--- src/design/sspc_pkg.sv ---
// Package for the straight-drive speed and phase PI controller.
// Holds field widths, controller constants, codes and the lane result struct.
package sspc_pkg;

  localparam int unsigned CntW    = 32;
  localparam int unsigned DutyW   = 14;
  localparam int unsigned SensW   = 14;
  localparam int unsigned RpmW    = 16;
  localparam int unsigned StepsW  = 31;
  localparam int unsigned DelayW  = 7;
  localparam int unsigned CfgIdxW = 3;
  localparam int unsigned CfgW    = 31;

  localparam int unsigned NumLanes = 2;

  localparam logic [24:0] RpmScale   = 25'd20000000;
  localparam int          DutyMax    = 14999;
  localparam int          DutyMin    = 1200;
  localparam int          StartFloor = 1400;
  localparam int          StartCeil  = 2200;
  localparam int          StartSpan  = 800;
  localparam int          RefDist    = 654;
  localparam int          DelayMax   = 80;
  localparam int          DelayMin   = 15;
  localparam int          IntLimit   = 1800;
  localparam int          PhaseLimit = 800;
  localparam logic [13:0] WallReset  = 14'd8900;

  // Reciprocal of 654: exact floor for products below 2^29 / 304
  localparam logic [19:0] RefDistRecip = 20'd820904;
  localparam int unsigned RefDistShift = 29;
  // Reciprocal of 10: exact floor for magnitudes up to 1800
  localparam logic [10:0] TenthRecip   = 11'd1639;
  localparam int unsigned TenthShift   = 14;

  // Register indexes
  localparam logic [CfgIdxW-1:0] RegLeftRpm    = 3'd0;
  localparam logic [CfgIdxW-1:0] RegRightRpm   = 3'd1;
  localparam logic [CfgIdxW-1:0] RegLeftSteps  = 3'd2;
  localparam logic [CfgIdxW-1:0] RegRightSteps = 3'd3;
  localparam logic [CfgIdxW-1:0] RegWall       = 3'd4;

  typedef enum logic [1:0] {
    CmdKeep    = 2'd0,
    CmdForward = 2'd1,
    CmdStop    = 2'd2
  } cmd_e;

  typedef enum logic [2:0] {
    StRunning  = 3'd0,
    StDistance = 3'd1,
    StObstacle = 3'd2,
    StRejected = 3'd3,
    StSkipped  = 3'd4,
    StIdle     = 3'd5
  } status_e;

  typedef enum logic [1:0] {
    FsmIdle = 2'd0,
    FsmRpm  = 2'd1,
    FsmPi   = 2'd2,
    FsmOut  = 2'd3
  } fsm_e;

  // Lane control: start, and what the lane reports back
  typedef struct packed {
    logic start;
  } lane_ctl_t;

  typedef struct packed {
    logic            done;
    logic [RpmW-1:0] rpm;
  } lane_res_t;

endpackage

--- src/design/sspc_rpm_lane.sv ---
// One wheel lane: delta*20000000/dt by a restoring divider, one bit a cycle.
// Uses sspc_pkg for widths and the lane structs.
module sspc_rpm_lane (
  input  logic                      clk_i,
  input  logic                      rst_ni,
  input  sspc_pkg::lane_ctl_t       ctl_i,
  input  logic [sspc_pkg::CntW-1:0] delta_i,
  input  logic [sspc_pkg::CntW-1:0] dt_i,
  output sspc_pkg::lane_res_t       res_o
);
  import sspc_pkg::*;

  localparam int unsigned NumW = 57;
  localparam int unsigned BitW = 6;

  logic [NumW-1:0] num_q, num_d;
  logic [CntW:0]   rem_q, rem_d;
  logic [CntW-1:0] dt_q;
  logic [BitW-1:0] cnt_q, cnt_d;
  logic            busy_q, busy_d;
  logic            zero_q, zero_d;
  logic [CntW:0]   trial;
  logic [NumW-1:0] product;

  assign product = NumW'(delta_i) * NumW'(RpmScale);
  assign trial   = {rem_q[CntW-1:0], num_q[NumW-1]};

  // Shift one quotient bit per cycle into num
  always_comb begin
    num_d  = num_q;
    rem_d  = rem_q;
    cnt_d  = cnt_q;
    busy_d = busy_q;
    zero_d = zero_q;
    if (ctl_i.start) begin
      num_d  = product;
      rem_d  = '0;
      cnt_d  = BitW'(NumW);
      busy_d = 1'b1;
      zero_d = (delta_i == '0) || (dt_i == '0);
    end else if (busy_q) begin
      if (trial >= {1'b0, dt_q}) begin
        rem_d = trial - {1'b0, dt_q};
        num_d = {num_q[NumW-2:0], 1'b1};
      end else begin
        rem_d = trial;
        num_d = {num_q[NumW-2:0], 1'b0};
      end
      cnt_d = cnt_q - 1'b1;
      if (cnt_q == BitW'(1)) busy_d = 1'b0;
    end
  end

  always_ff @(posedge clk_i or negedge rst_ni) begin
    if (!rst_ni) begin
      busy_q <= 1'b0;
      cnt_q  <= '0;
    end else begin
      busy_q <= busy_d;
      cnt_q  <= cnt_d;
    end
  end

  always_ff @(posedge clk_i) begin
    num_q  <= num_d;
    rem_q  <= rem_d;
    zero_q <= zero_d;
    if (ctl_i.start) dt_q <= dt_i;
  end

  assign res_o.done = busy_q && (cnt_q == BitW'(1));
  assign res_o.rpm  = zero_q ? '0 : num_d[RpmW-1:0];
endmodule

--- config.mk ---
export PLATFORM = sky130hd
export DESIGN_NAME = sspc_rpm_lane
export DESIGN_NICKNAME = d
export VERILOG_FILES = /design/src/design/sspc_pkg.sv /design/src/design/sspc_rpm_lane.sv
export SDC_FILE = /design/constraint.sdc
export NUM_CORES = 1
export LEC_CHECK = 0
export BUFFER_PORTS_ARGS = -buffer_cell sky130_fd_sc_hd__buf_4
export CAP_MARGIN = 15
export CORE_ASPECT_RATIO = 1.25
export CORE_UTILIZATION = 50
export DETAILED_ROUTE_END_ITERATION = 7
export HOLD_SLACK_MARGIN = 0.12
export PLACE_DENSITY = 0.72
export SYNTH_ARGS = -nofsm -noshare
export SYNTH_HDL_FRONTEND = slang
export SYNTH_SLANG_ARGS = --single-unit
--- constraint.sdc ---
create_clock -name clk_i -period 4.7 [get_ports clk_i]
set_clock_uncertainty 0.1 [all_clocks]
set_input_delay 0.94 -clock clk_i [delete_from_list [all_inputs] [get_ports clk_i]]
set_output_delay 0.94 -clock clk_i [all_outputs]
set_load 0.05 [all_outputs]
* After elaboration in Yosys (flattened, before gate mapping)
Index checks and enable logic that the tools add are counted.
** Operators by class
- Add/subtract/negate cells :: 2
- $mul :: 1
- $lt $le $gt $ge :: 1
- Equal/unequal tests :: 1
- Muxes and demuxes :: 10
- Reductions and logical operators :: 5
** Operators with widths (count)
- 57-bit 2-to-1 mux :: 2
- 32-bit zero test :: 2
- 32-bit by 17-bit multiplier with 49-bit output (second input constant) :: 1
- 33-bit by 32-bit greater-or-equal comparator with 1-bit output :: 1
- 32-bit 2-to-1 mux :: 1
- 32-bit subtractor :: 1
- 16-bit 2-to-1 mux :: 1
- 6-bit 2-to-1 mux :: 2
- 6-bit by 1-bit equality test with 1-bit output (second input constant) :: 1
- 6-bit by 1-bit subtractor with 6-bit output (second input constant) :: 1
- 1-bit 2-to-1 mux :: 4
- 2-bit nonzero test :: 1
- 1-bit logical AND :: 1
- 1-bit logical OR :: 1
** Storage, ports and cells
- Flip-flop bits (word level) :: 129
- Input bits :: 67
- Output and inout port bits :: 17
- Logic and storage cells :: 27

* Longest topological paths before layout
Gate-level depths: netlist of the first run.
- Word-level depth :: 5
- Depth in mapped cells :: 22
- Gate-level depth less buffers :: 21

* Least setup slack after synthesis of the first run
Ideal clock, no wire load.
- Path kind :: input to register
- Start point :: in delta_i[10] (netlist name)
- End point :: reg num_q[56], data pin
- Library setup time :: 265 ps
- Arrival :: 5827 ps
- Required time :: 4335 ps
- Path slack :: -1493 ps
- Stages on the path :: 20
- Buffers on the path :: 1
- Path through :: inv_1 > ha_1 > ha_1 > fa_1 > fa_1 > fa_1 > inv_1 > fa_1 > inv_1 > ha_1 > buf_6 > a21oi_2 > o21ai_1 > or2_1 > a211oi_2 > a21oi_2 > a41oi_4 > o211ai_2 > and4b_1 > or3_1
** Between the ends
- Word-level cells in the longest chain between the ends :: 2
** Ends and longest elaborated chain
- start: declaration :: line sspc_rpm_lane.sv:7 : input logic [sspc_pkg::CntW-1:0] delta_i,
- 32-bit by 17-bit multiplier with 49-bit output :: line sspc_rpm_lane.sv:25 : assign product = NumW'(delta_i) * NumW'(RpmScale);
- 57-bit 2-to-1 mux :: line sspc_rpm_lane.sv:35 : if (ctl_i.start) begin
- net num_d[56] :: line sspc_rpm_lane.sv:16 : logic [NumW-1:0] num_q, num_d;
- end signal: assignment :: line sspc_rpm_lane.sv:65 : num_q <= num_d;
- end: declaration :: line sspc_rpm_lane.sv:16
The timed path passes the listed nets, and every way through them passes these cells.
A chain may end at the register's enable or synchronous reset.

* Worst setup path after layout of the first run
- Start point :: in delta_i[13] (netlist name)
- End point :: reg num_q[46], data pin
The elaborated chain is that of the path after synthesis.

==> results of run 1 <==
==> cell type report <==
type	count	area [µm²]	share of cell area
Inverter	430	1680	0.0722
Tap cell	423	529	0.0227
Clock buffer	22	497	0.0213
Clock inverter	10	93.8	0.00403
Timing Repair Buffer	358	3040	0.130
Multi-Input combinational cell	1258	14100	0.605
Sequential cell	129	3360	0.144
==> cells in the mapped netlist (all sizes together), types with 3 or more instances <==
cell	count	area share
dfxtp	48	0.056
inv	428	0.093
mux2	3	0.0020
o21a	4	0.0017
or2	6	0.0022
nand2b	8	0.0029
o211ai	14	0.0084
nand4	23	0.0083
a221oi	3	0.0022
a311oi	23	0.018
a41o	4	0.0024
a31oi	6	0.0022
buf	19	0.0086
ha	299	0.22
o31ai	7	0.0036
fa	165	0.19
edfxtp	74	0.13
a211oi	9	0.0042
xor2	23	0.012
a2111oi	3	0.0019
o21ai	90	0.027
and3	9	0.0033
a32oi	3	0.0015
nor3	20	0.0058
and2	8	0.0029
o21bai	19	0.0082
nor2	68	0.015
clkbuf	40	0.0087
nand3	19	0.0055
nor2b	16	0.0058
a41oi	3	0.0026
mux2i	16	0.0093
nor4	12	0.0043
a31o	5	0.0025
dfrtp	7	0.010
nand2	154	0.034
a22oi	3	0.0013
nand3b	3	0.0013
a211o	6	0.0030
and4	3	0.0015
a21o	43	0.019
a21oi	91	0.028
xnor2	43	0.022
==> kinds of logic after synthesis <==
logic type / Yosys count / share of synthesized area
AOI/OAI and AO/OA: 349 / 0.146
muxes: 19 / 0.0112
buffers and inverters: 489 / 0.111
and+or+nand+nor: 360 / 0.0973
DFF: 129 / 0.194
xor gates and xnor gates: 66 / 0.0334
adders and majority gates: 464 / 0.407
==> timing repair <==
| action | CTS | global route |
|---|---|---|
| pin swaps | 100 | 86 |
| setup endpoints to repair | 39 | 41 |
| buffers inserted | 23 | 15 |
| gates resized for setup | 244 | 71 |
==> through the flow <==
step | TNS (ns) | instance area [µm²] | worst slack [ns]
6_report | -24.61 | 23300 | -0.942
5_1_grt | -28.56 | 23300 | -1.05
4_1_cts | -20.86 | 22900 | -0.919
3_5_place_dp | -44.71 | 21000 | -1.56
3_3_place_gp | -41.88 | 21000 | -1.43
2_1_floorplan | -23.14 | 18300 | -1.05
==> path summary, 6_finish.rpt <==
path,depth (start not counted),to,from,slack [ns]
max,24,num_q[46],delta_i[13],-0.94
min,1,cnt_q[4],rst_ni,0.21
max reg2reg,10,rem_q[8],dt_q[23],1.22
min reg2reg,2,rem_q[23],rem_q[22],0.40
max in group asynchronous,1,busy_q,rst_ni,4.16
min in group clk_i,2,rem_q[23],rem_q[22],0.40
==> state kept, by name (all words and copies together), names as in the netlist <==
signal and cells:
num_q 57, zero_q 1, rem_q 32, dt_q 32, busy_q 1, cnt_q 6
==> per-layer routing <==
metal | track usage | vias to the layer above
met3 | 0.0284 | 100
li1 | - | 6853
met4 | 0.125 | 0
met1 | 0.298 | 6876
met5 | 0 | -
met2 | 0.511 | 320
==> worst reg2reg max path: cells and delay by family, from the launching register on <==
family          cells  cell delay (ns)
simple gates        4             1.42
fa+ha+maj           1             0.45
compound gates      3             0.72
flops               1             0.32
buf+inv             2             0.40
==> metrics.txt, run 1 <==
Core Area 33800 µm²; Vias/cell about 5.4; synthesized area ~17000 µm²; WL/cell roughly 18 µm; Worst Path Arrival around 5.7 ns; fmax between 150 and 200 MHz; CTS sink cnt approximately 130; # Max-Cap Violations 0; status complete, but fails checks; share of layout cells above drive strength 1 0.344; asr flop ratio synth 0.0543; largest net degree at the start of global routing 55; critical path cell sequence buf_12 -> inv_12 -> ha_4 -> ha_4 -> inv_2 -> fa_1 -> inv_2 -> fa_1 -> fa_1 -> inv_2 -> fa_1 -> inv_2 -> ha_4 -> nand4_1 -> buf_6 -> nor3b_4 -> a21oi_2 -> a21oi_2 -> a41oi_4 -> buf_4 -> buf_6 -> buf_4 -> xor2_1 -> o21ai_1; gpl congestion between 0.9 and 1; clock-pin slew on the worst setup and hold paths about 0.06 ns; Synth warnings 0; antenna violations before repair 0; CP Max Fanout 4; Die W 168 µm; Largest stage delay, worst path about 0.54 ns; slew margin rel. 0.507; uppermost layer routed met4; clk_lat worst skew 0.43 ns; Startpoint Class primary input; Fin. Hold Viols 0; CP Capture Type flip-flop; Final nets roughly 2700; die area between 30000 and 40000 µm²; Main synth FF type edfxtp_1; sum of buffers and inverters on the critical path 10; Max Buffers Root-to-Sink 2; synthesized instance count around 1900; hold buffer count at CTS 0; H-tree depth 4; Req. time, crit path around 4.8 ns; commonest non-fill, non-tap cell in the layout inv_1; Final ANT Viol Nets 0; dpl cells around 2600; Met2 Wirelength between 20000 and 30000 µm; Starting Density 0.512; period utilization 1.20; Fin Hold WS around 0.21 ns; Filler cells approximately 2500; synth unique cells 85; Mean Syn Cell Area approximately 9 µm²; setup ws final -0.942 ns; # port buffers 83; Synth Register Bits roughly 130; total number of vias around 14000; first-pass GRT wire length 74700 µm; endpoints failing setup 38; crit path kind in2reg; Hold Path Class in2async; n_diodes 0; failing checks setup timing; RSZ-0062 raised after global routing true; Rows 75; post-layout min period 5.64 ns; worst slew pin tran roughly 0.73 ns; number of global-route vias before repair roughly 15000; Final Non-Filler Cells about 2600; post-DP HPWL about 38000 µm; CP top delay family adder cells; final WL 47300 µm; commonest non-fill, non-tap cells in the layout inv_1, buf_4, ha_1; Layout area overhead 34.6%; TritonRoute pass-1 iters 6; clk root buf clkbuf_16; IO Count 84; Final Util 0.690; wl on met1 between 15000 and 20000 µm; met3 wire len 1250 µm; Mapped Nets roughly 2400; CTS buffer count 17; total grt overflow 0; Die H approximately 210 µm; All-Layer GR Usage 0.269; Worst path slowest cell fa_1; EDFF count, synth 74; Seq/Total Area, Yosys 0.194; 1st-iter DRT viols 698; drt drc 0; fin. max-slew vios 0; CTS tree yes
Power of run 1 is left out: the tool's default activity adds up to more than one toggle a clock period on the data nets, which glitch-free logic cannot reach.
==> inputs of run 2 (changes only) <==
ABC_AREA = 1   (was not set)
PLACE_DENSITY = 0.71   (was 0.72)
==> metrics.txt, run 2 <==
commonest non-fill, non-tap cell in the layout inv_1; Worst Path Arrival 4.10 ns (-1.62 ns); clk_lat worst skew 0.45 ns (+0.02 ns); CTS tree yes; asr flop ratio synth 0.0543 (unchanged); post-synth top area share 0.198 (-0.0184); fin. max-slew vios 0 (unchanged); slew margin rel. 0.378 (-0.129); clk root buf clkbuf_16; n_diodes 0 (unchanged); Post-synth top cells inv_1, nand2_1, ha_1; total number of vias 17500 (+23%); critical path cell sequence buf_12 -> ha_4 -> ha_4 -> ha_4 -> inv_2 -> fa_1 -> inv_2 -> ha_4 -> inv_2 -> fa_1 -> inv_2 -> ha_4 -> xor2_1 -> or2_4 -> o221ai_4 -> nor2_4 -> buf_6; TritonRoute pass-1 iters 5 (-1); IO Count 84 (unchanged); commonest non-fill, non-tap cells in the layout inv_1, nand2_1, buf_4; antenna violations before repair 0 (unchanged); Largest stage delay, worst path 0.53 ns (about the same); Mapped Nets 3154 (+31%); status complete, but fails checks; fmax 195 MHz (+9.9%); CP Capture Type output pin; R2R depth 16 (+6); failing checks setup timing; Fin. Hold Viols 0 (unchanged); final WL 58400 µm (+23%); CTS buffer count 17 (unchanged); Worst path slowest cell fa_1; cells taking the most area after synthesis ha_1, fa_1, inv_1, nand2_1, edfxtp_1; Starting Density 0.508 (-0.00455); EDFF count, synth 74 (unchanged); Synth warnings 0 (unchanged); crit path kind in2out; Core Area 37300 µm² (+10%); count leader, synth inv_1; Rows 79 (+5.3%); synthesized area 18900 µm² (+9.3%); largest net degree at the start of global routing 75 (+36%); All-Layer GR Usage 0.306 (+0.0373); post-DP HPWL 48100 µm (+28%); H-tree depth 4 (unchanged); Seq/Total Area, Yosys 0.178 (-0.0166); die area 38600 µm² (+9.2%); worst slew pin tran 0.932 ns (+0.200 ns); total grt overflow 0 (unchanged); CTS sink cnt 129 (unchanged); Crit Reg-Reg Endpoint rem_q[29]; 1st-iter DRT viols 794 (+14%); WL/cell 16.9 µm (-5.8%); endpoints failing setup 33 (-13%); max reg flops 57 (unchanged); first-pass GRT wire length 90400 µm (+21%); Hold Path Class in2async; synthesized instance count 2623 (+40%); Largest Register num_q; Worst R2R Start dt_q[3]; setup_tns -6.94 ns (+17.67 ns); gpl congestion 1.02 (+6.6%); Die H 219 µm (+4.5%); hold buffer count at CTS 0 (unchanged); period utilization 1.09 (-0.108); Synth Register Bits 129 (unchanged); Worst R2R Setup Slack 2.05 ns (+0.83 ns); share of layout cells above drive strength 1 0.313 (-0.0307); Synth area leader ha_1; Filler cells 2991 (+20%); Layout area overhead 36.6%; Req. time, crit path 3.66 ns (-1.11 ns); number of global-route vias before repair 18100 (+19%); Final nets 3478 (+28%); Die W 176 µm (+4.5%); CP dominant cell by count ha_4; Startpoint Class primary input; # Max-Cap Violations 0 (unchanged); Regs by FF count num_q x57, dt_q x32, rem_q x32; Main synth FF type edfxtp_1; Vias/cell 5.07 (-5.8%); Mean Syn Cell Area 7.21 µm² (-22%); post-layout min period 5.14 ns (-0.507 ns); CP Max Fanout 4 (unchanged); Final ANT Viol Nets 0 (unchanged); drt drc 0 (unchanged); clock-pin slew on the worst setup and hold paths 0.06 ns (about the same); setup ws final -0.435 ns (+0.507 ns); pre-CTS WS -0.898 ns (+0.663 ns); Max Buffers Root-to-Sink 2 (unchanged); synth unique cells 47 (-45%); # port buffers 83 (unchanged); RSZ-0062 raised after global routing true
==> run 2: area by class of cell <==
class / count / area, µm² / share of cell area
Multi-Input combinational cell: 1724 / 15500 / 0.601
Sequential cell: 129 / 3360 / 0.130
Timing Repair Buffer: 332 / 2890 / 0.112
Inverter: 743 / 2890 / 0.112
Tap cell: 486 / 608 / 0.0235
Clock buffer: 17 / 425 / 0.0165
Clock inverter: 15 / 144 / 0.00557
==> run 2: cell families (layout without fill, tap and decap cells) <==
group | count (synthesis) | count (layout) | synth area share
buffers and inverters | 770 | 1107 | 0.155
XOR/XNOR | 23 | 23 | 0.0106
AND/OR/NAND/NOR | 1089 | 1089 | 0.241
flip-flops | 129 | 129 | 0.178
adder cells (fa/ha/maj) | 464 | 464 | 0.372
AO/OA/AOI/OAI | 148 | 148 | 0.0442
==> run 2: worst max-delay path, delay by kind of cell <==
kind | cells | cell delay [ns]
compound gates | 1 | 0.11
xor+xnor | 1 | 0.14
fa+ha+maj | 7 | 2.18
buf+inv | 6 | 0.44
simple gates | 2 | 0.27
==> run 2: per-layer routing <==
metal	vias up	wire length (µm)	track usage	share of wire
li1	8605	-	-	-
met1	8193	21800	0.316	0.37
met2	472	31000	0.584	0.53
met3	195	1560	0.0266	0.027
met4	0	4100	0.208	0.070
met5	-	0	0	0
==> run 2: timing repair <==
action                                 in CTS  in global routing
resized for setup                         203                210
setup buffers                              23                 17
setup endpoints to repair                  41                 41
endpoints found under the hold margin       0                  0
pin swaps                                 147                149
==> run 2: how the worst max path moves through the flow <==
stage	from	end	slack, ns
after global routing	delta_i[27]	num_q[51]	-0.54
after CTS	delta_i[4]	res_o[15]	-0.36
after floorplan	delta_i[18]	num_q[54]	-0.29
final	delta_i[4]	res_o[15]	-0.44
after detailed placement	delta_i[22]	num_q[46]	-0.90
after global placement	delta_i[22]	num_q[46]	-0.86
==> run 2: stage by stage <==
stage | cell area [µm²] | instances | utilization | hold WS [ns]
after floorplan | 20600 | 2623 | - | 0.343
after global placement | 23300 | 3377 | 0.626 | 0.356
after detailed placement | 23300 | 3377 | 0.626 | 0.362
after CTS | 24900 | 3432 | 0.668 | 0.180
after global routing | 25800 | 3446 | 0.694 | 0.189
final | 25800 | 3446 | 0.694 | 0.198
Power of run 2 is left out for the same reason.
==> inputs of run 3 (changes only) <==
CORE_ASPECT_RATIO = 1.75   (was 1.25)
SETUP_SLACK_MARGIN = 0.4   (was not set)
==> metrics.txt, run 3 (same netlist as run 2, synthesis figures left out) <==
RSZ-0062 raised after global routing true; slew margin rel. 0.374 (-0.00421); Fin. Hold Viols 0 (unchanged); first-pass GRT wire length 98900 µm (+9.4%); number of global-route vias before repair 18900 (+4.8%); 1st-iter DRT viols 783 (-1.4%); CP Capture Type flip-flop; Req. time, crit path 4.81 ns (+1.15 ns); max reg flops 57 (unchanged); TritonRoute pass-1 iters 5 (unchanged); WL/cell 19.1 µm (+13%); CTS buffer count 17 (unchanged); GRT met3 Usage 0.0441 (+0.0175); largest net degree at the start of global routing 70 (-6.7%); clock-pin slew on the worst setup and hold paths 0.07 ns (about the same); CTS sink cnt 129 (unchanged); commonest non-fill, non-tap cell in the layout inv_1; Max Buffers Root-to-Sink 2 (unchanged); CTS tree yes; pre-CTS WS -1.04 ns (-0.147 ns); endpoints failing setup 34 (+3.0%); share of layout cells above drive strength 1 0.349 (+0.0362); gpl congestion 1.05 (+3.2%); worst slew pin tran 0.939 ns (+0.00631 ns); Core Area 37000 µm² (-0.70%); Final ANT Viol Nets 0 (unchanged); post-DP HPWL 53300 µm (+11%); drt drc 0 (unchanged); failing checks setup timing; Layout area overhead 40.8%; crit path kind in2reg; Fin Hold WS 0.182 ns (-0.0157 ns); Final Util 0.720 (+0.0261); CP Max Fanout 5 (+1); Starting Density 0.511 (+0.00359); clk root buf clkbuf_16; fin. max-slew vios 0 (unchanged); Hold Path Class in2async; Filler cells 2912 (-2.6%); IO Count 84 (unchanged); fmax 193 MHz (-0.95%); Rows 93 (+18%); All-Layer GR Usage 0.343 (+0.0370); H-tree depth 4 (unchanged); clk_lat worst skew 0.45 ns (about the same); period utilization 1.10 (+0.0105); post-layout min period 5.18 ns (+0.0495 ns); Die H 259 µm (+18%); status complete, but fails checks; gr busiest metal met2; Die W 149 µm (-15%); Largest Register num_q; Final nets 3509 (+0.89%); Startpoint Class primary input; die area 38700 µm² (about the same); commonest non-fill, non-tap cells in the layout inv_1, nand2_1, buf_4; total number of vias 18000 (+3.2%); n_diodes 0 (unchanged); Worst Path Arrival 5.29 ns (+1.19 ns); total grt overflow 0 (unchanged); Regs by FF count num_q x57, dt_q x32, rem_q x32; setup ws final -0.485 ns (-0.0494 ns); Vias/cell 5.20 (+2.6%); antenna violations before repair 0 (unchanged); grt met2 use 0.662 (+0.0785); met1 usage 0.309 (-0.00720); # port buffers 83 (unchanged); final WL 66100 µm (+13%); # Max-Cap Violations 0 (unchanged)
[run 3: final cells by class]
cell class | count | area (µm²) | area share
flip-flops and latches | 129 | 3360 | 0.126
clock buffers | 19 | 454 | 0.0171
repair buffers | 362 | 3210 | 0.121
well taps | 475 | 594 | 0.0223
multi-input cells | 1725 | 16000 | 0.601
clock inverters | 13 | 97.6 | 0.00366
inverters | 743 | 2900 | 0.109
[run 3: per-layer routing]
layer,wire (µm),vias up
met1,21400,8538
met4,6480,0
li1,-,8666
met3,2320,274
met5,0,-
met2,36000,540
[run 3: timing repair]
action                                 4_1_cts  5_1_grt
hold buffers                                 0        0
gates resized for setup                    321      209
cloned                                       0        1
setup endpoints to repair                   43       44
endpoints found under the hold margin        0        0
pin swaps                                  212      165
buffers inserted                            29       20
[run 3: critical path, cell delays in order]
cell	delay [ns]
buf_12	0.12
ha_4	0.26
buf_4	0.14
ha_4	0.21
fa_1	0.56
fa_2	0.45
fa_1	0.48
inv_1	0.05
fa_1	0.48
inv_2	0.04
ha_4	0.31
nand2_4	0.08
nor2_4	0.17
inv_4	0.08
nor3_4	0.28
nand4_1	0.25
nand3_1	0.17
nand2_1	0.08
nand3_2	0.07
nand2_2	0.05
[run 3: per-stage QoR]
step           std cells  cell area [µm²]  setup TNS [ns]
2_1_floorplan       2623            20900           -5.44
3_3_place_gp        3384            23700          -26.28
3_5_place_dp        3384            23700          -27.68
4_1_cts             3445            25700           -7.26
5_1_grt             3466            26600          -13.26
6_report            3466            26600           -9.09
[run 3: worst paths after layout]
kind	start	endpoint	slack, ns	cells after the start
hold reg to reg	rem_q[23]	rem_q[23]	0.37	2
max in group asynchronous	rst_ni	cnt_q[1]	4.20	1
hold / removal	rst_ni	cnt_q[0]	0.18	1
setup / recovery	delta_i[13]	num_q[46]	-0.48	20
setup reg to reg	dt_q[15]	rem_q[26]	1.84	14
min in group clk_i	rem_q[23]	rem_q[23]	0.37	2
Power of run 3 is left out for the same reason.
