**src/design/sspc_pkg.sv**
```systemverilog
// Package for the straight-drive speed and phase PI controller.
// Holds field widths, controller constants, codes and the lane result struct.
package sspc_pkg;

  localparam int unsigned CntW    = 32;
  localparam int unsigned DutyW   = 14;
  localparam int unsigned SensW   = 14;
  localparam int unsigned RpmW    = 16;
  localparam int unsigned StepsW  = 31;
  localparam int unsigned DelayW  = 7;
  localparam int unsigned CfgIdxW = 3;
  localparam int unsigned CfgW    = 31;

  localparam int unsigned NumLanes = 2;

  localparam logic [24:0] RpmScale   = 25'd20000000;
  localparam int          DutyMax    = 14999;
  localparam int          DutyMin    = 1200;
  localparam int          StartFloor = 1400;
  localparam int          StartCeil  = 2200;
  localparam int          StartSpan  = 800;
  localparam int          RefDist    = 654;
  localparam int          DelayMax   = 80;
  localparam int          DelayMin   = 15;
  localparam int          IntLimit   = 1800;
  localparam int          PhaseLimit = 800;
  localparam logic [13:0] WallReset  = 14'd8900;

  // Reciprocal of 654: exact floor for products below 2^29 / 304
  localparam logic [19:0] RefDistRecip = 20'd820904;
  localparam int unsigned RefDistShift = 29;
  // Reciprocal of 10: exact floor for magnitudes up to 1800
  localparam logic [10:0] TenthRecip   = 11'd1639;
  localparam int unsigned TenthShift   = 14;

  // Register indexes
  localparam logic [CfgIdxW-1:0] RegLeftRpm    = 3'd0;
  localparam logic [CfgIdxW-1:0] RegRightRpm   = 3'd1;
  localparam logic [CfgIdxW-1:0] RegLeftSteps  = 3'd2;
  localparam logic [CfgIdxW-1:0] RegRightSteps = 3'd3;
  localparam logic [CfgIdxW-1:0] RegWall       = 3'd4;

  typedef enum logic [1:0] {
    CmdKeep    = 2'd0,
    CmdForward = 2'd1,
    CmdStop    = 2'd2
  } cmd_e;

  typedef enum logic [2:0] {
    StRunning  = 3'd0,
    StDistance = 3'd1,
    StObstacle = 3'd2,
    StRejected = 3'd3,
    StSkipped  = 3'd4,
    StIdle     = 3'd5
  } status_e;

  typedef enum logic [1:0] {
    FsmIdle = 2'd0,
    FsmRpm  = 2'd1,
    FsmPi   = 2'd2,
    FsmOut  = 2'd3
  } fsm_e;

  // Lane control: start, and what the lane reports back
  typedef struct packed {
    logic start;
  } lane_ctl_t;

  typedef struct packed {
    logic            done;
    logic [RpmW-1:0] rpm;
  } lane_res_t;

endpackage

```
**src/design/sspc_merge.sv**
```systemverilog
// Merge stage: speed PI and phase PI over the two lane results.
// Uses sspc_pkg constants; registered state is kept by the top level.
module sspc_merge (
  input  logic                     clk_i,
  input  logic                     rst_ni,
  input  logic                     load_i,
  input  logic [sspc_pkg::RpmW-1:0] rpm_l_i,
  input  logic [sspc_pkg::RpmW-1:0] rpm_r_i,
  input  logic [16:0]              tgt_sum_i,
  input  logic [31:0]              ml_i,
  input  logic [31:0]              mr_i,
  input  logic signed [11:0]       si_i,
  input  logic signed [11:0]       pi_i,
  input  logic [sspc_pkg::DutyW-1:0] base_i,
  output logic signed [11:0]       si_o,
  output logic signed [11:0]       pi_o,
  output logic [sspc_pkg::DutyW-1:0] base_o,
  output logic [sspc_pkg::DutyW-1:0] ld_o,
  output logic [sspc_pkg::DutyW-1:0] rd_o
);
  import sspc_pkg::*;

  logic signed [17:0] err;
  logic signed [33:0] pe;
  logic signed [18:0] si_sum;
  logic signed [34:0] pi_sum;
  logic signed [11:0] si_n, pi_n;
  logic signed [19:0] bd_raw;
  logic [DutyW-1:0]   bd;
  logic signed [11:0] pe_q;
  logic signed [36:0] pe4_q;
  logic signed [11:0] pi_q;
  logic [DutyW-1:0]   bd_q;
  logic [10:0]        pi_abs;
  logic [21:0]        pi_div_m;
  logic signed [11:0] pi_div;
  logic signed [37:0] corr_raw;
  logic signed [10:0] corr;
  logic signed [15:0] ld_raw, rd_raw;
  logic               stage_q;

  // Speed PI and phase integral, first stage
  always_comb begin
    err    = $signed({2'b0, tgt_sum_i[16:1]}) - $signed({1'b0, ({1'b0, rpm_l_i} +
             {1'b0, rpm_r_i}) >> 1});
    si_sum = 19'(si_i) + 19'(err);
    if (si_sum > 19'(IntLimit)) si_n = 12'(IntLimit);
    else if (si_sum < -19'(IntLimit)) si_n = -12'(IntLimit);
    else si_n = si_sum[11:0];
    bd_raw = 20'($signed({1'b0, base_i})) + 20'(err) * 20'sd2 + 20'(si_n / 12'sd16);
    if (bd_raw > 20'(DutyMax)) bd = DutyW'(DutyMax);
    else if (bd_raw < 20'(DutyMin)) bd = DutyW'(DutyMin);
    else bd = bd_raw[DutyW-1:0];
    pe     = $signed({2'b0, ml_i}) - $signed({2'b0, mr_i});
    pi_sum = 35'(pi_i) + 35'(pe);
    if (pi_sum > 35'(IntLimit)) pi_n = 12'(IntLimit);
    else if (pi_sum < -35'(IntLimit)) pi_n = -12'(IntLimit);
    else pi_n = pi_sum[11:0];
  end

  always_ff @(posedge clk_i or negedge rst_ni) begin
    if (!rst_ni) stage_q <= 1'b0;
    else stage_q <= load_i;
  end

  always_ff @(posedge clk_i) begin
    if (load_i) begin
      pe4_q <= 37'(pe) * 37'sd4;
      pi_q  <= pi_n;
      bd_q  <= bd;
      pe_q  <= si_n;
    end
  end

  // Phase correction and duty split, second stage
  always_comb begin
    // Divide the phase integral by 10 toward zero: magnitude times reciprocal
    pi_abs   = pi_q[11] ? 11'(-pi_q) : pi_q[10:0];
    pi_div_m = 22'(pi_abs) * 22'(TenthRecip);
    pi_div   = pi_q[11] ? -12'(pi_div_m[21:TenthShift]) : 12'(pi_div_m[21:TenthShift]);
    corr_raw = 38'(pe4_q) + 38'(pi_div);
    if (corr_raw > 38'(PhaseLimit)) corr = 11'(PhaseLimit);
    else if (corr_raw < -38'(PhaseLimit)) corr = -11'(PhaseLimit);
    else corr = corr_raw[10:0];
    ld_raw = $signed({2'b0, bd_q}) - 16'(corr);
    rd_raw = $signed({2'b0, bd_q}) + 16'(corr);
    if (ld_raw > 16'(DutyMax)) ld_o = DutyW'(DutyMax);
    else if (ld_raw < 16'(DutyMin)) ld_o = DutyW'(DutyMin);
    else ld_o = ld_raw[DutyW-1:0];
    if (rd_raw > 16'(DutyMax)) rd_o = DutyW'(DutyMax);
    else if (rd_raw < 16'(DutyMin)) rd_o = DutyW'(DutyMin);
    else rd_o = rd_raw[DutyW-1:0];
  end

  assign si_o   = pe_q;
  assign pi_o   = pi_q;
  assign base_o = bd_q;

`ifndef SYNTH
  // The second stage only follows a load
  a_stage: assert property (@(posedge clk_i) disable iff (!rst_ni)
    stage_q |-> $past(load_i)) else $error("merge stage without load");
  // Registered integrals stay within their limits
  a_si: assert property (@(posedge clk_i) disable iff (!rst_ni)
    stage_q |-> (si_o <= 12'sd1800 && si_o >= -12'sd1800)) else $error("speed int");
  a_pi: assert property (@(posedge clk_i) disable iff (!rst_ni)
    stage_q |-> (pi_o <= 12'sd1800 && pi_o >= -12'sd1800)) else $error("phase int");
`endif
endmodule

```
**config.mk**
```make
export PLATFORM = sky130hd
export DESIGN_NAME = sspc_merge
export DESIGN_NICKNAME = d
export VERILOG_FILES = /design/src/design/sspc_pkg.sv /design/src/design/sspc_merge.sv
export SDC_FILE = /design/constraint.sdc
export NUM_CORES = 1
export LEC_CHECK = 0
export BUFFER_PORTS_ARGS = -buffer_cell sky130_fd_sc_hd__buf_2
export CAP_MARGIN = 30
export CORE_ASPECT_RATIO = 0.5
export CORE_MARGIN = 2
export CORE_UTILIZATION = 40
export DETAILED_ROUTE_END_ITERATION = 12
export MAX_ROUTING_LAYER = met4
export PLACE_DENSITY = 0.65
export SYNTH_ARGS = -nofsm -noshare
export SYNTH_HDL_FRONTEND = slang
export SYNTH_SLANG_ARGS = --single-unit
```
**constraint.sdc**
```tcl
create_clock -name clk_i -period 39.7 [get_ports clk_i]
set_input_delay 5.955 -clock clk_i [delete_from_list [all_inputs] [get_ports clk_i]]
set_output_delay 5.955 -clock clk_i [all_outputs]
set_load 0.01 [all_outputs]
```
Word-level counts from Yosys, hierarchy flattened
Cells that the tools add are included.
{"block": "classes", "bitwise": 1, "mul": 1, "reduce_logical": 3, "add_sub_neg": 13, "n_mux": 12, "magnitude_cmp": 12}
{"operator": "14-bit 2-to-1 mux", "n": 5}
{"operator": "12-bit 2-to-1 mux", "n": 4}
{"operator": "35-bit by 12-bit adder with 36-bit output", "n": 1}
{"operator": "36-bit by 11-bit greater-than comparator with 1-bit output, second input constant", "n": 1}
{"operator": "36-bit by 11-bit < comparator with 1-bit output, second input constant", "n": 1}
{"operator": "12-bit by 33-bit adder with 34-bit output", "n": 1}
{"operator": "34-bit by 12-bit greater-than comparator with 1-bit output, second input constant", "n": 1}
{"operator": "34-bit by 12-bit < comparator with 1-bit output, second input constant", "n": 1}
{"operator": "11-bit 2-to-1 mux", "n": 3}
{"operator": "32-bit by 32-bit subtractor with 33-bit output", "n": 1}
{"operator": "16-bit by 15-bit greater-than comparator with 1-bit output, second input constant", "n": 2}
{"operator": "16-bit by 12-bit < comparator with 1-bit output, second input constant", "n": 2}
{"operator": "11-bit by 11-bit multiplier with 22-bit output, second input constant", "n": 1}
{"operator": "19-bit by 20-bit adder with 20-bit output", "n": 1}
{"operator": "20-bit by 1-bit adder with 20-bit output", "n": 1}
{"operator": "20-bit by 15-bit greater-than comparator with 1-bit output, second input constant", "n": 1}
{"operator": "20-bit by 12-bit < comparator with 1-bit output, second input constant", "n": 1}
{"operator": "15-bit by 18-bit adder with 19-bit output", "n": 1}
{"operator": "12-bit by 17-bit adder with 18-bit output", "n": 1}
{"operator": "18-bit by 12-bit greater-than comparator with 1-bit output, second input constant", "n": 1}
{"operator": "18-bit by 12-bit < comparator with 1-bit output, second input constant", "n": 1}
{"operator": "16-bit by 16-bit adder with 17-bit output", "n": 1}
{"operator": "16-bit by 16-bit subtractor with 17-bit output", "n": 1}
{"operator": "15-bit by 11-bit adder with 16-bit output", "n": 1}
{"operator": "other kinds (6)", "n": 7}
{"block": "totals", "output_inout_bits": 66, "word_cells": 48, "ff_bits": 71, "in_bits": 154}

Longest topological paths before layout
Gate-level depths: netlist of run 1.
{"block": "logic_depth", "word_depth": 13, "depth_mapped": 55, "depth_no_buf": 53}

Worst setup path before layout of run 1
Ideal clock, no wire load.
{"block": "synth_timing", "path_type": "register -> output", "startpoint": "register pi_q[11], in the netlist pi_o[11]", "endpoint": "output port rd_o[3] in the netlist's numbering", "arrival_time_ps": 12558, "t_required_ps": 33745, "path_buffers": 4, "stages_incl_launch_ff": 52, "slack_ps": 21187, "cell_sequence": "edfxtp_1 clkbuf_1 clkbuf_1 o21ai_0 xnor2_1 ha_1 inv_1 fa_1 inv_1 fa_1 fa_1 inv_1 fa_1 inv_1 ha_1 or3_1 a211oi_1 o21ai_1 [16 not listed] nand4_1 or3_1 buf_2 a21oi_1 ha_1 inv_1 fa_1 o21bai_1 a21oi_1 o21ai_0 a21bo_2 a21oi_1 o31ai_1 a21o_1 a311oi_1 a21o_1 or4_1 nor2_1"}
{"block": "synth_via", "elab_chain_cells": 12, "elab_cells_between_ends": 14, "classes_between": "add/sub (3); mul (1); order compare (4); mux (6)"}
{"element": "from (decl)", "line": "sspc_merge.sv:32", "text": "logic signed [11:0] pi_q;"}
{"element": "from (signal assigned)", "line": "sspc_merge.sv:69", "text": "pi_q <= pi_n;"}
{"element": "11-bit 2-to-1 mux", "line": "sspc_merge.sv:78", "text": "pi_abs = pi_q[11] ? 11'(-pi_q) : pi_q[10:0];"}
{"element": "11-bit by 11-bit multiplier with 22-bit output", "line": "sspc_merge.sv:79", "text": "pi_div_m = 22'(pi_abs) * 22'(TenthRecip);"}
{"element": "8-bit negation with 12-bit output", "line": "sspc_merge.sv:80", "text": "pi_div = pi_q[11] ? -12'(pi_div_m[21:TenthShift]) : 12'(pi_div_m[21:TenthShift]);"}
{"element": "12-bit 2-to-1 mux *", "line": "sspc_merge.sv:80"}
{"element": "35-bit by 12-bit adder with 36-bit output *", "line": "sspc_merge.sv:81", "text": "corr_raw = 38'(pe4_q) + 38'(pi_div);"}
{"element": "36-bit by 11-bit < comparator with 1-bit output", "line": "sspc_merge.sv:83", "text": "else if (corr_raw < -38'(PhaseLimit)) corr = -11'(PhaseLimit);"}
{"element": "11-bit 2-to-1 mux", "line": "sspc_merge.sv:83"}
{"element": "11-bit 2-to-1 mux *", "line": "sspc_merge.sv:82", "text": "if (corr_raw > 38'(PhaseLimit)) corr = 11'(PhaseLimit);"}
{"element": "15-bit by 11-bit adder with 16-bit output *", "line": "sspc_merge.sv:86", "text": "rd_raw = $signed({2'b0, bd_q}) + 16'(corr);"}
{"element": "16-bit by 12-bit < comparator with 1-bit output", "line": "sspc_merge.sv:91", "text": "else if (rd_raw < 16'(DutyMin)) rd_o = DutyW'(DutyMin);"}
{"element": "14-bit 2-to-1 mux", "line": "sspc_merge.sv:91"}
{"element": "14-bit 2-to-1 mux *", "line": "sspc_merge.sv:90", "text": "if (rd_raw > 16'(DutyMax)) rd_o = DutyW'(DutyMax);"}
{"element": "to (decl)", "line": "sspc_merge.sv:19", "text": "output logic [sspc_pkg::DutyW-1:0] rd_o"}
Mark *: on every way between the ends. The rest lies on a longest branch, timed or not.

Worst setup path after layout of run 1
{"block": "layout_timing", "startpoint": "register pi_q[11], in the netlist pi_o[11]", "endpoint": "output port rd_o[9] in the netlist's numbering"}
Same word-level chain as after synthesis.

==> results.yml, run 1 <==
setup_path:
  slowest_delay_ns: 0.78
  cp-endpoint: "rd_o[9]"
  start_kind: "flop"
  crit_required_ns: 33.74
  critPathMaxFanout: 19
  crit_start: "pi_o[11]"
  worstPathArrival_ns: 15.03
  cp_slowest_cell: "edfxtp_1"
  path_class: "flop to output pin"
  critPathCaptureType: "output pin"
floorplan:
  ioPinCount: 220
  die_x_um: 293
  die_area_um2: 43400
  floorplan.initialDensity_pct: 40.9
  die_h_um: 148
  row_count: 52
  coreArea_um2: 40700
sta:
  fin_crit_ns: 20.98
  slew_headroom_pct: 40.9
  fin_tns_setup_ns: 0
  max_freq_ghz: 0.0477
  grt_setup_unrepaired: "false"
  setup_violations: 0
  worst_pin_slew_ns: 0.878
  hold_viol: 0
  slew_violations: 0
  post-route-period-util_pct: 52.9
finish:
  syn2layout_area_growth_pct: 11.7
  layout-drive-gt1-share_pct: 12.5
  final_cell_mix: "ha_1 (269), inv_1 (243), buf_2 (216), a21oi_1 (166), nor2_1 (152)"
  layout_commonest_cell: "ha_1"
  layout.nets: 2755
  fin_area_um2: 18600
  fillers: 4093
detailed_routing:
  route.detailed.drc: 0
  post_drt_wl_per_cell_um: 15.7
  via_count: 15400
  first_iter_violations: 830
  drtAntennaViolNets: 0
  via_per_inst: 5.47
  firstDrtPassIters: 5
  drt-total-wl_mm: 44.5
synthesis:
  synth_edf_count: 71
  synth_cells: 2080
  seq_area_frac_synth_pct: 12.8
  synth_warnings: 0
  async_flop_share_pct: 0
  synth_area_um2: 16600
  ys_seq_elements: 71
  synth_fp_nets: 2560
  syn_area_per_cell_um2: 8.00
  synth.distinct_cells: 88
  synth-main-ff-cell: "edfxtp_1"
cts:
  ctsHoldBuffers: 0
  clock-sinks: 71
  clock_path_buffers: 2
  ctsHtreeMaxLevel: 3
  clk_pin_slew_worst_paths_ns: 0.06
  cts_root_buf: "clkbuf_16"
  cts_made_buffers: 9
  post_cts_buffers: 0
  cts_resized: 0
  cts_tree: "built"
placed_design:
  port_buffers: 217
  hpwl_mm: 37.8
  gp_congestion: 0.955
  placed_cell_area_um2: 18300
global_routing:
  grt_pass1_wl_mm: 71.5
  grt_pass1_vias: 14300
  grt_overflow: 0
  grt_util_all_layers_pct: 20.8
  grt_max_degree: 72
  antenna_found_initial: 5
run_status:
  status: "finished clean"
hold_path:
  min_path_type: "primary input to flop"
run:
  drv_cap: 0
state kept, by name, summed over array words and instances, names as in the netlist:
register,flops
pe4_q,33
si_o,12
base_o,14
pi_o,12
cells by family after synthesis:
group	count (synthesis)	share of synthesized area, %
simple gates	578	17.8
xor+xnor	182	9.57
fa+ha+maj	326	27.1
compound gates	619	24.9
flops	71	12.8
mux	22	1.38
buf+inv	282	6.46
metal layers:
metal,GRT usage (%),up-vias,routed length [um]
met3,2.48,38,1810
met1,27.9,7165,21900
met5,-,-,0
met2,33.8,307,20000
met4,4.56,0,787
li1,-,7935,-
final cells by class:
cell class	count	area (um^2)	share of cell area, %
Multi-Input combinational cell	1727	13400	72.3
Sequential cell	71	2130	11.5
Timing Repair Buffer	220	1130	6.08
Inverter	246	923	4.96
Tap cell	540	676	3.63
Clock buffer	10	229	1.23
Clock inverter	5	50.0	0.269
Antenna cell	5	12.5	0.0673
worst max-delay path: cells and delay by family (launching register included):
| kind | cells | cell delay, ns |
|---|---|---|
| muxes | 1 | 0.23 |
| buffers and inverters | 7 | 1.08 |
| AOI/OAI and AO/OA | 20 | 5.01 |
| and+or+nand+nor | 9 | 2.96 |
| xor gates and xnor gates | 4 | 1.16 |
| DFF | 1 | 0.78 |
| adders and majority gates | 9 | 3.41 |
cells in the mapped netlist, types with 13 or more instances:
master      n  area share [%]
ha_1      269              20
inv_1     243             5.5
a21oi_1   166             5.0
nor2_1    152             3.4
xnor2_1   124             6.5
nand2_1   120             2.7
o21ai_0    95             2.9
a21o_1     82             3.7
edfxtp_1   71              13
xor2_1     58             3.1
fa_1       57             6.9
nand3_1    39             1.2
nor3_1     39             1.2
nand2b_1   35             1.3
o21a_1     32             1.4
nor2b_1    31             1.2
clkbuf_1   27            0.61
a211oi_1   26             1.2
and2_1     24            0.90
o211ai_1   24             1.1
nand4_1    23            0.86
o21bai_1   23             1.0
a31oi_1    18            0.68
or3_1      18            0.68
o31ai_1    17            0.77
nor4_1     16            0.60
mux2i_1    14            0.84
o21ai_1    14            0.42
a211o_1    13            0.68
and3_1     13            0.49
metrics by stage:
stage	util, %	setup WS (ns)	std cells	hold WS (ns)
5_1_grt	45.7	17.65	2824	5.94
4_1_cts	45.6	18.82	2818	5.99
6_report	45.7	18.72	2824	5.93
3_5_place_dp	44.9	19.26	2803	6.37
3_3_place_gp	44.9	19.36	2803	6.36
2_1_floorplan	-	21.19	2080	6.07
worst min path at each step:
stage / startpoint / end / slack (ns) / depth (start not counted)
6_report: load_i / si_o[8] / 5.93 / 1
5_1_grt: load_i / si_o[0] / 5.94 / 1
4_1_cts: mr_i[0] / pe4_q[2] / 5.99 / 3
3_3_place_gp: mr_i[0] / pe4_q[2] / 6.36 / 3
3_5_place_dp: mr_i[0] / pe4_q[2] / 6.37 / 3
2_1_floorplan: load_i / base_o[0] / 6.07 / 0
Power of run 1 is left out: the tool's default activity adds up to more than one toggle a clock period on the data nets, which glitch-free logic cannot reach.
==> run 2: changes to the inputs <==
--- a/config.mk
+++ b/config.mk
@@ -5,6 +5,7 @@
 export SDC_FILE = /design/constraint.sdc
 export NUM_CORES = 1
 export LEC_CHECK = 0
+export ABC_AREA = 1
 export BUFFER_PORTS_ARGS = -buffer_cell sky130_fd_sc_hd__buf_2
 export CAP_MARGIN = 30
 export CORE_ASPECT_RATIO = 0.5
@@ -12,7 +13,7 @@
 export CORE_UTILIZATION = 40
 export DETAILED_ROUTE_END_ITERATION = 12
 export MAX_ROUTING_LAYER = met4
-export PLACE_DENSITY = 0.65
+export PLACE_DENSITY = 0.66
 export SYNTH_ARGS = -nofsm -noshare
 export SYNTH_HDL_FRONTEND = slang
 export SYNTH_SLANG_ARGS = --single-unit
==> constraint.sdc (replaced) <==
create_clock -name clk_i -period 19 [get_ports clk_i]
set_input_delay 2.85 -clock clk_i [delete_from_list [all_inputs] [get_ports clk_i]]
set_output_delay 2.85 -clock clk_i [all_outputs]
set_load 0.01 [all_outputs]
==> run 2 against run 1 <==
Against the previous run: global-route usage is 3.8 points higher; setup slack got worse by 16 ns; final cell count increased by 42%; wire length up 35%; non-clock buffer count fell by 1; count of clock-buffer cells in the layout fell by 1; sequential share of layout area is 1.5 points lower; hold slack lost 3.0 ns; critical path type unchanged; largest cell class unchanged.
==> results.yml, run 2 <==
run_status:
  status: "finished clean"
hold_path:
  min_path_type: "primary input to flop"
  min_delay_path_depth: 3
  min_to: "pe4_q[2]"
  min_from: "mr_i[0]"
finish:
  multi_input_area_um2: 14600
  fillers: 5136
  n_antenna_cell: 0
  syn2layout_area_growth_pct: 11.3
  largest_register_ff_count: 33
  layout.nets: 3859
  regMostFlops: "pe4_q"
  layout_commonest_cell: "nand2_1"
  regArea_um2: 2130
  layout-drive-gt1-share_pct: 9.93
  final_cell_mix: "nand2_1 (917), inv_1 (632), nor2_1 (272), ha_1 (269), buf_2 (216)"
synthesis:
  synth_area_leader_cell: "nand2_1"
  synth.distinct_cells: 53
  seq_area_frac_synth_pct: 11.1
  synth-main-ff-cell: "edfxtp_1"
  post_synth_most_frequent_cells: "nand2_1 (917), inv_1 (632), nor2_1 (272)"
  synth_fp_nets: 3638
  syn_area_per_cell_um2: 6.09
  synth_warnings: 0
  async_flop_share_pct: 0
  yosysMostFrequentCell: "nand2_1"
  ys_seq_elements: 71
  synth_edf_count: 71
  synth_top_area_share_pct: 17.9
  synth_cells: 3158
  synth.top_cells.by_area: "nand2_1 (18%), ha_1 (18%), inv_1 (12%)"
  synth_area_um2: 19200
sta:
  worst_slack_ns: 3.14
  slew_headroom_pct: 38.7
  fin_tns_setup_ns: 0
  grt_setup_unrepaired: "false"
  fin_crit_ns: 15.86
  hold_viol: 0
  post-route-period-util_pct: 83.5
  setup_violations: 0
  slew_violations: 0
  max_freq_ghz: 0.0630
  worst_pin_slew_ns: 0.916
cts:
  cts_tree: "built"
  cts_made_buffers: 9
  clock_path_buffers: 2
  post_cts_buffers: 0
  clock-sinks: 71
  cts_resized: 0
  ctsHtreeMaxLevel: 3
  clk_pin_slew_worst_paths_ns: 0.06
  ctsHoldBuffers: 0
  cts_root_buf: "clkbuf_16"
global_routing:
  grt_overflow: 0
  grt_pass1_wl_mm: 95.9
  grt_max_degree: 49
  grt_pass1_vias: 19100
  grt_util_all_layers_pct: 24.6
  antenna_found_initial: 1
floorplan:
  die_h_um: 159
  row_count: 56
  coreArea_um2: 47200
  floorplan.initialDensity_pct: 40.8
  die_x_um: 314
  die_area_um2: 49900
  ioPinCount: 220
detailed_routing:
  drtAntennaViolNets: 0
  via_count: 20000
  via_per_inst: 4.97
  route.detailed.drc: 0
  first_iter_violations: 1266
  firstDrtPassIters: 5
  post_drt_wl_per_cell_um: 14.9
  drt-total-wl_mm: 60.0
placed_design:
  gp_congestion: 0.986
  dp_slack_ns: 3.60
  hpwl_mm: 53.1
  port_buffers: 217
setup_path:
  start_kind: "flop"
  path_class: "flop to output pin"
  cp_slowest_cell: "xor2_1"
  worstPathArrival_ns: 13.01
  critPathCaptureType: "output pin"
  crit_required_ns: 16.15
  crit_top_cell: "nand2_1"
  critPathMaxFanout: 24
  slowest_delay_ns: 0.72
run:
  drv_cap: 0
==> run 2: cell count changes in the layout (fill, tap and decap cells not counted), sizes merged, moves of 42 or more <==
cell | before | now
a21o | 82 | 6
inv | 244 | 653
nand2 | 120 | 945
nand3 | 39 | 199
nand4 | 23 | 65
nor2 | 152 | 292
xnor2 | 124 | 35
==> run 2: layout make-up <==
cell class	instances	area share, %
multi-input combinational	2426	68.2
inverter	652	11.5
sequential	71	9.97
timing repair buffer	219	5.16
tap	638	3.73
clock buffer	9	1.05
clock inverter	7	0.450
==> run 2: worst max-delay path: cells and delay by family (launching register included) <==
family / cells / cell delay [ns]
AND/OR/NAND/NOR: 35 / 4.93
adder cells (fa/ha/maj): 10 / 3.97
XOR/XNOR: 2 / 1.30
AO/OA/AOI/OAI: 5 / 1.20
buffers and inverters: 10 / 0.72
flip-flops: 1 / 0.53
==> run 2: worst max path at each step <==
stage / startpoint / endpoint / slack [ns] / cells after the start
finish: pi_o[0] / rd_o[10] / 3.14 / 62
detailed placement: pi_o[0] / rd_o[10] / 3.60 / 59
floorplan: pi_o[0] / rd_o[10] / 6.39 / 67
global route: pi_o[0] / rd_o[5] / 1.96 / 62
CTS: pi_o[0] / rd_o[10] / 3.15 / 62
global placement: pi_o[0] / rd_o[5] / 3.77 / 60
==> run 2: metrics by stage <==
stage | std cells | hold slack [ns] | utilization (%) | instance area (um^2)
global route | 4022 | 2.91 | 45.4 | 21400
floorplan | 3158 | 2.96 | - | 19200
detailed placement | 4005 | 3.27 | 44.7 | 21100
finish | 4022 | 2.93 | 45.4 | 21400
global placement | 4005 | 3.27 | 44.7 | 21100
CTS | 4021 | 2.90 | 45.3 | 21400
==> run 2: logic make-up (layout without fill, tap and decap cells) <==
| logic type | Yosys count | count (layout) | share of synthesized area, % |
|---|---|---|---|
| XOR/XNOR | 126 | 126 | 5.90 |
| buffers and inverters | 661 | 887 | 13.0 |
| AND/OR/NAND/NOR | 1587 | 1587 | 35.3 |
| AO/OA/AOI/OAI | 387 | 387 | 11.2 |
| flip-flops | 71 | 71 | 11.1 |
| adder cells (fa/ha/maj) | 326 | 326 | 23.4 |
==> run 2: layer usage <==
metal,wire [um],up-vias,track usage (%)
met2,29200,444,43.7
met4,1640,0,7.00
met1,26900,8969,29.8
li1,-,10500,-
met3,2220,83,1.93
met5,0,-,-
Power of run 2 is left out for the same reason.
==> run 3: changes to the inputs <==
--- a/config.mk
+++ b/config.mk
@@ -5,7 +5,7 @@
 export SDC_FILE = /design/constraint.sdc
 export NUM_CORES = 1
 export LEC_CHECK = 0
-export ABC_AREA = 1
+export ABC_AREA = 0
 export BUFFER_PORTS_ARGS = -buffer_cell sky130_fd_sc_hd__buf_2
 export CAP_MARGIN = 30
 export CORE_ASPECT_RATIO = 0.5
@@ -13,7 +13,7 @@
 export CORE_UTILIZATION = 40
 export DETAILED_ROUTE_END_ITERATION = 12
 export MAX_ROUTING_LAYER = met4
-export PLACE_DENSITY = 0.66
+export PLACE_DENSITY = 0.65
 export SYNTH_ARGS = -nofsm -noshare
 export SYNTH_HDL_FRONTEND = slang
 export SYNTH_SLANG_ARGS = --single-unit
==> constraint.sdc (replaced) <==
create_clock -name clk_i -period 15.9 [get_ports clk_i]
set_input_delay 2.385 -clock clk_i [delete_from_list [all_inputs] [get_ports clk_i]]
set_output_delay 2.385 -clock clk_i [all_outputs]
set_load 0.01 [all_outputs]
==> run 3 against run 2 <==
Against the previous run: setup slack worse by 2.7 ns; utilization increased by 2.1 points; hold slack got worse by 0.56 ns; global-route usage shrank 3.5 points; sequential share of layout area grew 1.1 points; sequential cell count is the same; via count fell by 21%; non-clock buffer count rose by 41; design area decreased by 9.7%; count of clock-buffer cells in the layout is 3 higher.
==> results.yml, run 3 (synthesized netlist as in run 1, its figures left out) <==
floorplan:
  ioPinCount: 220
  row_count: 52
  die_x_um: 293
  floorplan.initialDensity_pct: 40.9
  coreArea_um2: 40700
  die_area_um2: 43400
  die_h_um: 148
setup_path:
  worstPathArrival_ns: 13.11
  path_class: "flop to output pin"
  critPathMaxFanout: 9
  critPathCaptureType: "output pin"
  slowest_delay_ns: 0.55
  start_kind: "flop"
  cp_slowest_cell: "fa_1"
  crit_required_ns: 13.52
hold_path:
  min_delay_path_depth: 1
  min_path_type: "primary input to flop"
global_routing:
  antenna_found_initial: 5
  grt_pass1_wl_mm: 72.6
  grt_pass1_vias: 14600
  grt_util_all_layers_pct: 21.1
  grt_overflow: 0
  grt_max_degree: 62
placed_design:
  dp_slack_ns: 0.278
  placed_cell_area_um2: 18500
  port_buffers: 217
  hpwl_mm: 38.5
  gp_congestion: 0.951
detailed_routing:
  drtAntennaViolNets: 0
  post_drt_wl_per_cell_um: 15.9
  first_iter_violations: 912
  drt-total-wl_mm: 45.7
  via_count: 15800
  route.detailed.drc: 0
  firstDrtPassIters: 5
  via_per_inst: 5.51
finish:
  layout_commonest_cell: "ha_1"
  regMostFlops: "pe4_q"
  largest_register_ff_count: 33
  syn2layout_area_growth_pct: 16.0
  layout.nets: 2796
  fillers: 4073
  final_cell_mix: "ha_1 (265), inv_1 (240), buf_2 (216), a21oi_1 (154), nor2_1 (151)"
  layout-drive-gt1-share_pct: 17.1
  fin_area_um2: 19300
run_status:
  status: "finished clean"
cts:
  ctsHtreeMaxLevel: 3
  cts_tree: "built"
  ctsHoldBuffers: 0
  clk_pin_slew_worst_paths_ns: 0.06
  clock_path_buffers: 2
  cts_made_buffers: 9
  cts_root_buf: "clkbuf_16"
  clock-sinks: 71
sta:
  slew_violations: 0
  max_freq_ghz: 0.0645
  fin_crit_ns: 15.50
  whs_ns: 2.36
  setup_violations: 0
  fin_tns_setup_ns: 0
  worst_slack_ns: 0.405
  slew_headroom_pct: 40.9
  post-route-period-util_pct: 97.5
  worst_pin_slew_ns: 0.879
  hold_viol: 0
run:
  drv_cap: 0
run 3: changes by cell type in the layout (fill, tap and decap cells not counted), sizes merged, moves of 20 or more:
cell / change
nand2: -825
a211oi: +23
nand2b: +35
nor2: -140
a21oi: -30
xnor2: +89
nand3: -160
o21a: +20
nand4: -42
inv: -409
a21o: +76
buf: +42
xor2: -33
nor2b: +30
run 3: worst max-delay path: cells and delay by family (launching register included):
| kind | cells | cell delay (ns) |
|---|---|---|
| flip-flops | 1 | 0.47 |
| XOR/XNOR | 2 | 0.26 |
| buffers and inverters | 7 | 0.73 |
| adder cells (fa/ha/maj) | 8 | 3.30 |
| AO/OA/AOI/OAI | 16 | 3.88 |
| AND/OR/NAND/NOR | 15 | 4.12 |
run 3: final cells by class:
| cell class | instances | area [um^2] | share of cell area, % |
|---|---|---|---|
| sequential | 71 | 2130 | 11.0 |
| inverter | 246 | 927 | 4.80 |
| multi-input combinational | 1728 | 13900 | 71.9 |
| clock inverter | 4 | 22.5 | 0.117 |
| clock buffer | 12 | 236 | 1.22 |
| antenna | 6 | 15.0 | 0.0778 |
| tap | 540 | 676 | 3.50 |
| timing repair buffer | 260 | 1420 | 7.37 |
run 3: what timing repair did:
item                                   CTS  global route
gates resized for setup                  5            86
setup endpoints to repair                9            28
pin swaps                                0            18
endpoints found under the hold margin    0             0
buffers inserted                         0            15
gates cloned                             0             1
run 3: routing by layer:
metal,GRT usage [%],up-vias,wire [um]
li1,-,8029,-
met1,28.1,7352,22000
met2,34.1,376,20700
met3,2.54,49,2090
met4,5.21,0,934
met5,-,-,0
run 3: worst paths after layout:
check                 slack (ns)    start      end
worst max-delay path        0.40  pi_o[3]  ld_o[6]
worst min-delay path        2.36   load_i  si_o[0]
run 3: metrics by stage:
step | cells | util, %
after global routing | 2866 | 47.4
after detailed placement | 2829 | 45.4
after floorplan | 2080 | -
final | 2867 | 47.4
after global placement | 2829 | 45.4
after CTS | 2845 | 46.1
Power of run 3 is left out for the same reason.
